### src/sv/clm_pkg.sv
// ----------------------------------------------------------------------------
// clm_pkg: shared types and constants for the circular list manager
// Request and response layouts, status and operation codes, sequencer states.
// ----------------------------------------------------------------------------
package clm_pkg;

   localparam int CAPACITY = 64;
   localparam int IDX_W    = $clog2(CAPACITY);
   localparam int CNT_W    = $clog2(CAPACITY + 1);
   localparam int VALUE_W  = 32;

   typedef logic [IDX_W-1:0]   idx_type;
   typedef logic [CNT_W-1:0]   cnt_type;
   typedef logic [VALUE_W-1:0] val_type;

   typedef enum logic [1:0] {
      FUNC_INS_HEAD = 2'd0,
      FUNC_INS_TAIL = 2'd1,
      FUNC_DELETE   = 2'd2
   } func_type;

   typedef enum logic [1:0] {
      STATUS_OK        = 2'd0,
      STATUS_FULL      = 2'd1,
      STATUS_EMPTY     = 2'd2,
      STATUS_NOT_FOUND = 2'd3
   } status_type;

   typedef struct packed {
      logic [1:0]         func;
      logic signed [31:0] item_value;
   } req_type;

   typedef struct packed {
      status_type         status;
      logic [6:0]         node_count;
      logic signed [31:0] head_value;
      logic signed [31:0] tail_value;
   } rsp_type;

   typedef enum logic [3:0] {
      ST_IDLE,
      ST_INS_START,
      ST_INS_POP,
      ST_INS_FIX,
      ST_DEL_START,
      ST_DEL_HLINK,
      ST_DEL_HVAL,
      ST_DEL_STEP,
      ST_DEL_CMP,
      ST_FINISH
   } state_type;

endpackage

### src/sv/clm_ram.sv
// ----------------------------------------------------------------------------
// clm_ram: generic single-write, single-read RAM
// One write port and one read port; read data is registered.
// ----------------------------------------------------------------------------
module clm_ram #(
   parameter int WIDTH = 8,
   parameter int DEPTH = 64
) (
   input  logic                     clock,
   input  logic                     wr_en,
   input  logic [$clog2(DEPTH)-1:0] wr_addr,
   input  logic [WIDTH-1:0]         wr_data,
   input  logic [$clog2(DEPTH)-1:0] rd_addr,
   output logic [WIDTH-1:0]         rd_data
);

   logic [WIDTH-1:0] mem [DEPTH];

   always_ff @(posedge clock) begin
      if (wr_en) begin
         mem[wr_addr] <= wr_data;
      end
      rd_data <= mem[rd_addr];
   end

endmodule

### src/sv/circular_list_manager.sv
// ----------------------------------------------------------------------------
// circular_list_manager: circular singly linked list over a fixed node store
// Inserts at head or tail, or deletes the first matching value, and reports
// status, node count and the head and tail values after every request.
// ----------------------------------------------------------------------------
// Usage:
//   Present a request on req_data and raise start; it is taken at the rising
//   edge where start is high and busy is low. busy stays high while the
//   request is worked on. Exactly one response follows each request: it is on
//   rsp_data for one cycle, marked by rsp_valid, and the receiver has no way
//   to hold it off. busy drops in the same cycle that rsp_valid rises, so the
//   next request may be taken while the response is on the ports.
//   A delete that walks the ring examines one node per cycle, a rate set by
//   the registered read of the node value and link stores.
//   Reset empties the list and makes every node free at once; no clearing
//   pass is needed, since the free stack reads as its reset order until each
//   entry is written.
// ----------------------------------------------------------------------------
module circular_list_manager
   import clm_pkg::*;
(
   input  logic    clock,
   input  logic    reset,
   input  logic    start,
   output logic    busy,
   input  req_type req_data,
   output logic    rsp_valid,
   output rsp_type rsp_data
);

   // Sequencer and list registers
   state_type  state_ff, state_in;
   req_type    item_ff, item_in;
   status_type status_ff, status_in;
   cnt_type    free_top_ff, free_top_in;
   cnt_type    count_ff, count_in;
   cnt_type    step_ff, step_in;
   idx_type    head_ff, head_in;
   idx_type    tail_ff, tail_in;
   idx_type    cur_ff, cur_in;
   idx_type    nxt_ff, nxt_in;
   idx_type    node_ff, node_in;
   val_type    head_val_ff, head_val_in;
   val_type    tail_val_ff, tail_val_in;
   val_type    cur_val_ff, cur_val_in;
   logic [CAPACITY-1:0] fs_valid_ff, fs_valid_in;
   logic       rsp_valid_ff, rsp_valid_in;
   rsp_type    rsp_ff, rsp_in;

   // Store ports
   logic    val_we, link_we, fs_we;
   idx_type val_wa, link_wa, fs_wa;
   val_type val_wd;
   idx_type link_wd, fs_wd;
   idx_type val_ra, link_ra, fs_ra;
   val_type val_rd;
   idx_type link_rd, fs_rd;

   // Shared value comparator and free stack helpers
   val_type cmp_a;
   logic    cmp_hit;
   cnt_type top_dec;
   idx_type fs_pos;
   idx_type popped;
   cnt_type step_inc;

   assign top_dec  = free_top_ff - cnt_type'(1);
   assign fs_pos   = top_dec[IDX_W-1:0];
   assign popped   = fs_valid_ff[fs_pos] ? fs_rd : fs_pos;
   assign step_inc = step_ff + cnt_type'(1);
   assign cmp_a    = (state_ff == ST_DEL_START) ? head_val_ff : val_rd;
   assign cmp_hit  = (cmp_a == val_type'(item_ff.item_value));

   clm_ram #(.WIDTH(VALUE_W), .DEPTH(CAPACITY)) u_values (
      .clock   (clock),
      .wr_en   (val_we),
      .wr_addr (val_wa),
      .wr_data (val_wd),
      .rd_addr (val_ra),
      .rd_data (val_rd)
   );

   clm_ram #(.WIDTH(IDX_W), .DEPTH(CAPACITY)) u_links (
      .clock   (clock),
      .wr_en   (link_we),
      .wr_addr (link_wa),
      .wr_data (link_wd),
      .rd_addr (link_ra),
      .rd_data (link_rd)
   );

   clm_ram #(.WIDTH(IDX_W), .DEPTH(CAPACITY)) u_free_stack (
      .clock   (clock),
      .wr_en   (fs_we),
      .wr_addr (fs_wa),
      .wr_data (fs_wd),
      .rd_addr (fs_ra),
      .rd_data (fs_rd)
   );

   always_ff @(posedge clock) begin
      if (reset) begin
         state_ff     <= ST_IDLE;
         free_top_ff  <= cnt_type'(CAPACITY);
         count_ff     <= '0;
         head_ff      <= '0;
         tail_ff      <= '0;
         fs_valid_ff  <= '0;
         rsp_valid_ff <= 1'b0;
      end else begin
         state_ff     <= state_in;
         free_top_ff  <= free_top_in;
         count_ff     <= count_in;
         head_ff      <= head_in;
         tail_ff      <= tail_in;
         fs_valid_ff  <= fs_valid_in;
         rsp_valid_ff <= rsp_valid_in;
      end
   end

   always_ff @(posedge clock) begin
      item_ff     <= item_in;
      status_ff   <= status_in;
      step_ff     <= step_in;
      cur_ff      <= cur_in;
      nxt_ff      <= nxt_in;
      node_ff     <= node_in;
      head_val_ff <= head_val_in;
      tail_val_ff <= tail_val_in;
      cur_val_ff  <= cur_val_in;
      rsp_ff      <= rsp_in;
   end

   always_comb begin
      state_in     = state_ff;
      item_in      = item_ff;
      status_in    = status_ff;
      free_top_in  = free_top_ff;
      count_in     = count_ff;
      step_in      = step_ff;
      head_in      = head_ff;
      tail_in      = tail_ff;
      cur_in       = cur_ff;
      nxt_in       = nxt_ff;
      node_in      = node_ff;
      head_val_in  = head_val_ff;
      tail_val_in  = tail_val_ff;
      cur_val_in   = cur_val_ff;
      fs_valid_in  = fs_valid_ff;
      rsp_valid_in = 1'b0;
      rsp_in       = rsp_ff;

      val_we  = 1'b0;
      val_wa  = node_ff;
      val_wd  = val_type'(item_ff.item_value);
      val_ra  = head_ff;
      link_we = 1'b0;
      link_wa = node_ff;
      link_wd = head_ff;
      link_ra = head_ff;
      fs_we   = 1'b0;
      fs_wa   = free_top_ff[IDX_W-1:0];
      fs_wd   = head_ff;
      fs_ra   = fs_pos;

      case (state_ff)
         ST_IDLE: begin
            if (start) begin
               item_in   = req_data;
               status_in = STATUS_OK;
               case (req_data.func)
                  FUNC_INS_HEAD, FUNC_INS_TAIL: state_in = ST_INS_START;
                  FUNC_DELETE:                  state_in = ST_DEL_START;
                  default:                      state_in = ST_FINISH;
               endcase
            end
         end

         // Refuse when the free stack is drained; else its top is read
         ST_INS_START: begin
            if (free_top_ff == '0) begin
               status_in = STATUS_FULL;
               state_in  = ST_FINISH;
            end else begin
               state_in = ST_INS_POP;
            end
         end

         // Pop a node, fill its value and its forward link
         ST_INS_POP: begin
            node_in     = popped;
            free_top_in = top_dec;
            val_we      = 1'b1;
            val_wa      = popped;
            link_we     = 1'b1;
            link_wa     = popped;
            if (count_ff == '0) begin
               link_wd     = popped;
               head_in     = popped;
               tail_in     = popped;
               head_val_in = val_type'(item_ff.item_value);
               tail_val_in = val_type'(item_ff.item_value);
               count_in    = count_ff + cnt_type'(1);
               state_in    = ST_FINISH;
            end else begin
               link_wd = head_ff;
               if (item_ff.func == FUNC_INS_HEAD) begin
                  head_in     = popped;
                  head_val_in = val_type'(item_ff.item_value);
               end
               state_in = ST_INS_FIX;
            end
         end

         // Close the ring: old tail points at the new node
         ST_INS_FIX: begin
            link_we  = 1'b1;
            link_wa  = tail_ff;
            link_wd  = node_ff;
            count_in = count_ff + cnt_type'(1);
            if (item_ff.func == FUNC_INS_TAIL) begin
               tail_in     = node_ff;
               tail_val_in = val_type'(item_ff.item_value);
            end
            state_in = ST_FINISH;
         end

         // Check the head against the held head value; link[head] is read
         ST_DEL_START: begin
            link_ra = head_ff;
            if (count_ff == '0) begin
               status_in = STATUS_EMPTY;
               state_in  = ST_FINISH;
            end else if (cmp_hit) begin
               if (count_ff == cnt_type'(1)) begin
                  fs_we       = 1'b1;
                  fs_wd       = head_ff;
                  fs_valid_in[free_top_ff[IDX_W-1:0]] = 1'b1;
                  free_top_in = free_top_ff + cnt_type'(1);
                  head_in     = '0;
                  tail_in     = '0;
                  count_in    = '0;
                  state_in    = ST_FINISH;
               end else begin
                  state_in = ST_DEL_HLINK;
               end
            end else if (count_ff == cnt_type'(1)) begin
               status_in = STATUS_NOT_FOUND;
               state_in  = ST_FINISH;
            end else begin
               cur_in     = head_ff;
               cur_val_in = head_val_ff;
               step_in    = cnt_type'(1);
               state_in   = ST_DEL_STEP;
            end
         end

         // Drop the head: advance head, relink tail, free the old head
         ST_DEL_HLINK: begin
            link_we     = 1'b1;
            link_wa     = tail_ff;
            link_wd     = link_rd;
            val_ra      = link_rd;
            fs_we       = 1'b1;
            fs_wd       = head_ff;
            fs_valid_in[free_top_ff[IDX_W-1:0]] = 1'b1;
            free_top_in = free_top_ff + cnt_type'(1);
            head_in     = link_rd;
            count_in    = count_ff - cnt_type'(1);
            state_in    = ST_DEL_HVAL;
         end

         ST_DEL_HVAL: begin
            head_val_in = val_rd;
            state_in    = ST_FINISH;
         end

         // First successor of the head is known: read its value and link
         ST_DEL_STEP: begin
            nxt_in   = link_rd;
            val_ra   = link_rd;
            link_ra  = link_rd;
            state_in = ST_DEL_CMP;
         end

         // One node per cycle: compare, and fetch the next one meanwhile
         ST_DEL_CMP: begin
            val_ra  = link_rd;
            link_ra = link_rd;
            if (cmp_hit) begin
               link_we     = 1'b1;
               link_wa     = cur_ff;
               link_wd     = link_rd;
               fs_we       = 1'b1;
               fs_wd       = nxt_ff;
               fs_valid_in[free_top_ff[IDX_W-1:0]] = 1'b1;
               free_top_in = free_top_ff + cnt_type'(1);
               count_in    = count_ff - cnt_type'(1);
               if (nxt_ff == tail_ff) begin
                  tail_in     = cur_ff;
                  tail_val_in = cur_val_ff;
               end
               state_in = ST_FINISH;
            end else if (step_inc == count_ff) begin
               status_in = STATUS_NOT_FOUND;
               state_in  = ST_FINISH;
            end else begin
               step_in    = step_inc;
               cur_in     = nxt_ff;
               cur_val_in = val_rd;
               nxt_in     = link_rd;
            end
         end

         // Load the response registers; the strobe follows next cycle
         ST_FINISH: begin
            rsp_valid_in       = 1'b1;
            rsp_in.status      = status_ff;
            rsp_in.node_count  = 7'(count_ff);
            if (count_ff == '0) begin
               rsp_in.head_value = '0;
               rsp_in.tail_value = '0;
            end else begin
               rsp_in.head_value = 32'(head_val_ff);
               rsp_in.tail_value = 32'(tail_val_ff);
            end
            state_in = ST_IDLE;
         end

         default: begin
            state_in = ST_IDLE;
         end
      endcase
   end

   assign busy      = (state_ff != ST_IDLE);
   assign rsp_valid = rsp_valid_ff;
   assign rsp_data  = rsp_ff;

   // Every node is either linked or on the free stack between requests
   a_node_balance: assert property (@(posedge clock) disable iff (reset)
      (state_ff == ST_IDLE) |-> ((count_ff + free_top_ff) == cnt_type'(CAPACITY)))
      else $error("node count and free stack depth disagree");

   // A response strobe only follows the finishing step
   a_rsp_origin: assert property (@(posedge clock) disable iff (reset)
      rsp_valid |-> $past(state_ff == ST_FINISH))
      else $error("response strobe without a finished request");

   // An accepted request makes the block busy
   a_busy_after_start: assert property (@(posedge clock) disable iff (reset)
      (start && !busy) |=> busy)
      else $error("request taken but block not busy");

   // A refused insert only happens on a full store
   a_full_status: assert property (@(posedge clock) disable iff (reset)
      (rsp_valid && rsp_data.status == STATUS_FULL)
         |-> (rsp_data.node_count == 7'(CAPACITY)))
      else $error("store full reported with free nodes left");

   // An empty list reports zero values
   a_empty_zero: assert property (@(posedge clock) disable iff (reset)
      (rsp_valid && rsp_data.node_count == '0)
         |-> (rsp_data.head_value == '0 && rsp_data.tail_value == '0))
      else $error("empty list reports non-zero values");

endmodule

### config.mk
export PLATFORM = sky130hd
export DESIGN_NAME = circular_list_manager
export DESIGN_NICKNAME = d
export VERILOG_FILES = /design/src/sv/clm_pkg.sv /design/src/sv/clm_ram.sv /design/src/sv/circular_list_manager.sv
export SDC_FILE = /design/constraint.sdc
export NUM_CORES = 2
export LEC_CHECK = 0
export BUFFER_PORTS_ARGS = -buffer_cell sky130_fd_sc_hd__clkbuf_2
export CAP_MARGIN = 20
export CORE_ASPECT_RATIO = 1.5
export CORE_MARGIN = 2
export CORE_UTILIZATION = 40
export DETAILED_ROUTE_END_ITERATION = 6
export PLACE_DENSITY = 0.63
export SYNTH_ARGS = -nofsm -noshare
export SYNTH_HDL_FRONTEND = slang
export SYNTH_SLANG_ARGS = --single-unit
### constraint.sdc
create_clock -name clock -period 13.1 [get_ports clock]
set_clock_uncertainty 0.2 [all_clocks]
set_input_delay 1.31 -clock clock [delete_from_list [all_inputs] [get_ports clock]]
set_output_delay 1.31 -clock clock [all_outputs]
set_load 0.01 [all_outputs]
==> summary.txt <==
CTS
  – Htree depth: 5
  – CTS Root Cell: clkbuf_16
  – Worst-Skew Late Latency: 0.89 ns
  – Post-CTS setup buffer count: 0
  – CTS sink cnt: between 3000 and 4000
  – TritonCTS buffer count: about 310
  – CTS tree: built
  – # hold bufs at CTS: 0
  – Clk slew on worst S/H paths: 0.06 ns
  – PostCTS Resize Cnt: 0
  – CTS max path bufs: 4

STA
  – RSZ-0062 raised after global routing: false
  – Fmax: 136 MHz
  – Final setup vio count: 0
  – Count of pins over their slew limit: 0
  – Period utilization: 56.0%
  – Min Tclk post-route: 7.33 ns
  – Setup TNS: 0 ns
  – Relative slew slack: 11.2%
  – Worst slew pin tran: 1.32 ns
  – Final Hold Fails: 0

Route
  – Routed vias: 75500
  – Post-Route WL: 362 mm
  – DRT iter0 DRCs: 8910
  – Drt pass-1 iters: 7
  – Residual DRC: 3
  – Routed WL per cell: 27.5 µm
  – Remaining antenna violation count: 0
  – Avg Vias per Cell: ~5.7

Worst setup path
  – CP max-delay cell: nor2_4
  – Crit. End Element: flop
  – CP Data Required Time: 13.39 ns
  – Critical path class: reg -> reg
  – Critical Path Start Type: flop
  – Critical Path Fanout Max: 46
  – Cells along the critical path: inv_2, ha_4, buf_16, inv_1, mux4_2, mux2i_1, a22oi_1, a2bb2oi_2, o22ai_2, o21ai_2, nand4_1, nor2_4
  – Max stage delay on crit path: ~1.2 ns
  – Crit-path leading delay family: simple AND/OR/NAND/NOR gates
  – WP data arrival: 7.62 ns
  – Worst path buffer plus inverter count: 3

Run
  – Max cap viols: 0

Cells and area
  – Final instance area: 145000 µm²
  – Layout cells sized above 1: 13.9%
  – Finished Layout Cells: 13200
  – Layout Nets: 8738
  – P&R area growth vs syn: 12.9%

Logic synthesis
  – Most common library cells after synthesis: 3040 x edfxtp_1, 1845 x nand2_1, 481 x mux2i_1, 472 x nand3_1, 417 x clkbuf_1
  – Mean post-synth cell area: roughly 15 µm²
  – Cell taking the most area after synthesis: edfxtp_1
  – Most area-consuming cells after synthesis: edfxtp_1 71%, nand2_1 5.4%, mux4_2 4.1%
  – Synthesized area: 128000 µm²
  – Synth Register Bits: 3185
  – Most instantiated library cell after synthesis: edfxtp_1
  – Synthesized instance count: 8590
  – Distinct cells, synth: 92
  – Sequential area share after synthesis: between 70% and 80%
  – Yosys warns: 0
  – Ys flop type: edfxtp_1
  – Synth top area share: a little under three quarters
  – Number of synthesized flops with an enable pin: between 3000 and 4000
  – Post-Syn Nets: 8635
  – Ys async rst share: 0%

Global routing
  – GRT Residual Overflow: 0
  – Largest net degree at the start of global routing: 177
  – Vias in the first global route: between 70000 and 80000
  – First-pass GRT wire length: 515 mm
  – GRT Overall Usage: 21.5%
  – Antenna violations before repair: 18

Run status
  – Failing checks: design-rule violations
  – Status: complete, but fails checks

Die
  – Die width: 466 µm
  – CORE AREA: roughly 320000 µm²
  – Die area: 325000 µm²
  – I/O pin total: 112
  – Die H: approximately 700 µm
  – Site Rows: 254
  – Initial cell density of the core: 40.2%

Place
  – Placer Congestion: 0.907
  – Final HPWL DP: 221 mm
  – Buffers on Ports: 111
  – Post-Place Cell Area: between 100000 and 150000 µm²
  – Inst Count DP: 12500

Power
  – Static Leak: around 0.049 µW
  – Cell Pwr Density: 267 nW/µm²
  – Peak supply drop: 0.000246 V

Min path
  – Hold WC Path Type: reg -> reg
==> report_power, final <==
part	leakage, µW	total (µW)	internal [µW]	switching (µW)
registers	0.0287	13200	12700	523
clock network	0.00480	8880	5000	3880
logic	0.0151	16500	4840	11600
total	0.0487	38600	22500	16000
==> logic make-up (layout without fill, tap and decap cells) <==
logic type	count (synthesis)	after routing	share of synthesized area, %
xor+xnor	53	53	0.374
mux	783	783	8.46
compound gates	872	872	5.03
flops	3185	3185	73.5
simple gates	3077	3077	10.6
fa+ha+maj	8	8	0.0782
buf+inv	612	956	1.93
other cells	0	7	0
==> worst paths after layout <==
check,start,end,slack [ns],cells past startpoint
max,free_top_ff[0]$_SDFFE_PP0P_,u_values.mem[17][15]$_DFFE_PP_,5.77,12
min,fs_valid_ff[53]$_SDFFE_PP0P_,fs_valid_ff[53]$_SDFFE_PP0P_,0.27,2
max reg2reg,free_top_ff[0]$_SDFFE_PP0P_,u_values.mem[17][15]$_DFFE_PP_,5.77,12
min reg2reg,fs_valid_ff[53]$_SDFFE_PP0P_,fs_valid_ff[53]$_SDFFE_PP0P_,0.27,2
==> worst reg2reg max path, delay by kind of cell (launching register included) <==
family          cells  cell delay [ns]
compound gates      4             1.51
fa+ha+maj           1             0.75
buf+inv             3             0.93
flops               1             0.70
mux                 2             0.61
simple gates        2             2.18
==> through the flow <==
| step | hold slack, ns | total power (µW) | utilization (%) | setup WS, ns |
|---|---|---|---|---|
| after CTS | 0.268 | 38500 | 45.2 | 5.61 |
| after global routing | 0.287 | 39800 | 45.4 | 5.39 |
| final | 0.268 | 38600 | 45.4 | 5.77 |
| after detailed placement | 0.252 | 29700 | 42.1 | 5.61 |
| after global placement | 0.248 | 29400 | 42.0 | 5.25 |
| after floorplan | 0.200 | 22900 | - | 3.09 |
==> flip-flops by register name, summed over array words and instances, names as in the netlist, 4 cells and up <==
register              cells
count_ff                  7
cur_ff                    6
cur_val_ff               32
free_top_ff               7
fs_valid_ff              64
head_ff                   6
head_val_ff              32
node_ff                   6
nxt_ff                    6
rsp_data                 73
state_ff                  4
step_ff                   7
tail_ff                   6
tail_val_ff              32
u_free_stack.mem        384
u_free_stack.rd_data      6
u_links.mem             384
u_links.rd_data           6
u_values.mem           2048
u_values.rd_data         32
val_wd                   32
==> layer usage <==
layer  vias to the layer above  GRT usage [%]  share of wire (%)
met5                         -              0                  0
met4                         0           12.3                6.6
met3                       796           3.30                7.5
met2                      3535           35.4                 49
met1                     38200           26.9                 37
li1                      33000              -                  -
==> area by class of cell <==
cell class | count | area [µm²]
Antenna cell | 7 | 17.5
Clock buffer | 387 | 8320
Clock inverter | 165 | 1560
Fill cell | 27200 | 174000
Inverter | 39 | 146
Multi-Input combinational cell | 4793 | 32200
Sequential cell | 3185 | 94200
Tap cell | 4224 | 5290
Timing Repair Buffer | 365 | 2890
==> layout by cell type (no fill, tap or decap), types with 144 or more instances in the layout <==
master        n
nor2_1      194
clkbuf_2    147
edfxtp_1   3040
clkbuf_16   319
nand2_1    1843
and3_1      228
buf_4       170
mux2i_1     473
dfxtp_1     144
a21oi_1     195
nand3_1     472
mux4_2      232
a311oi_1    265
No activity file was read; power rests on OpenSTA's default activity.
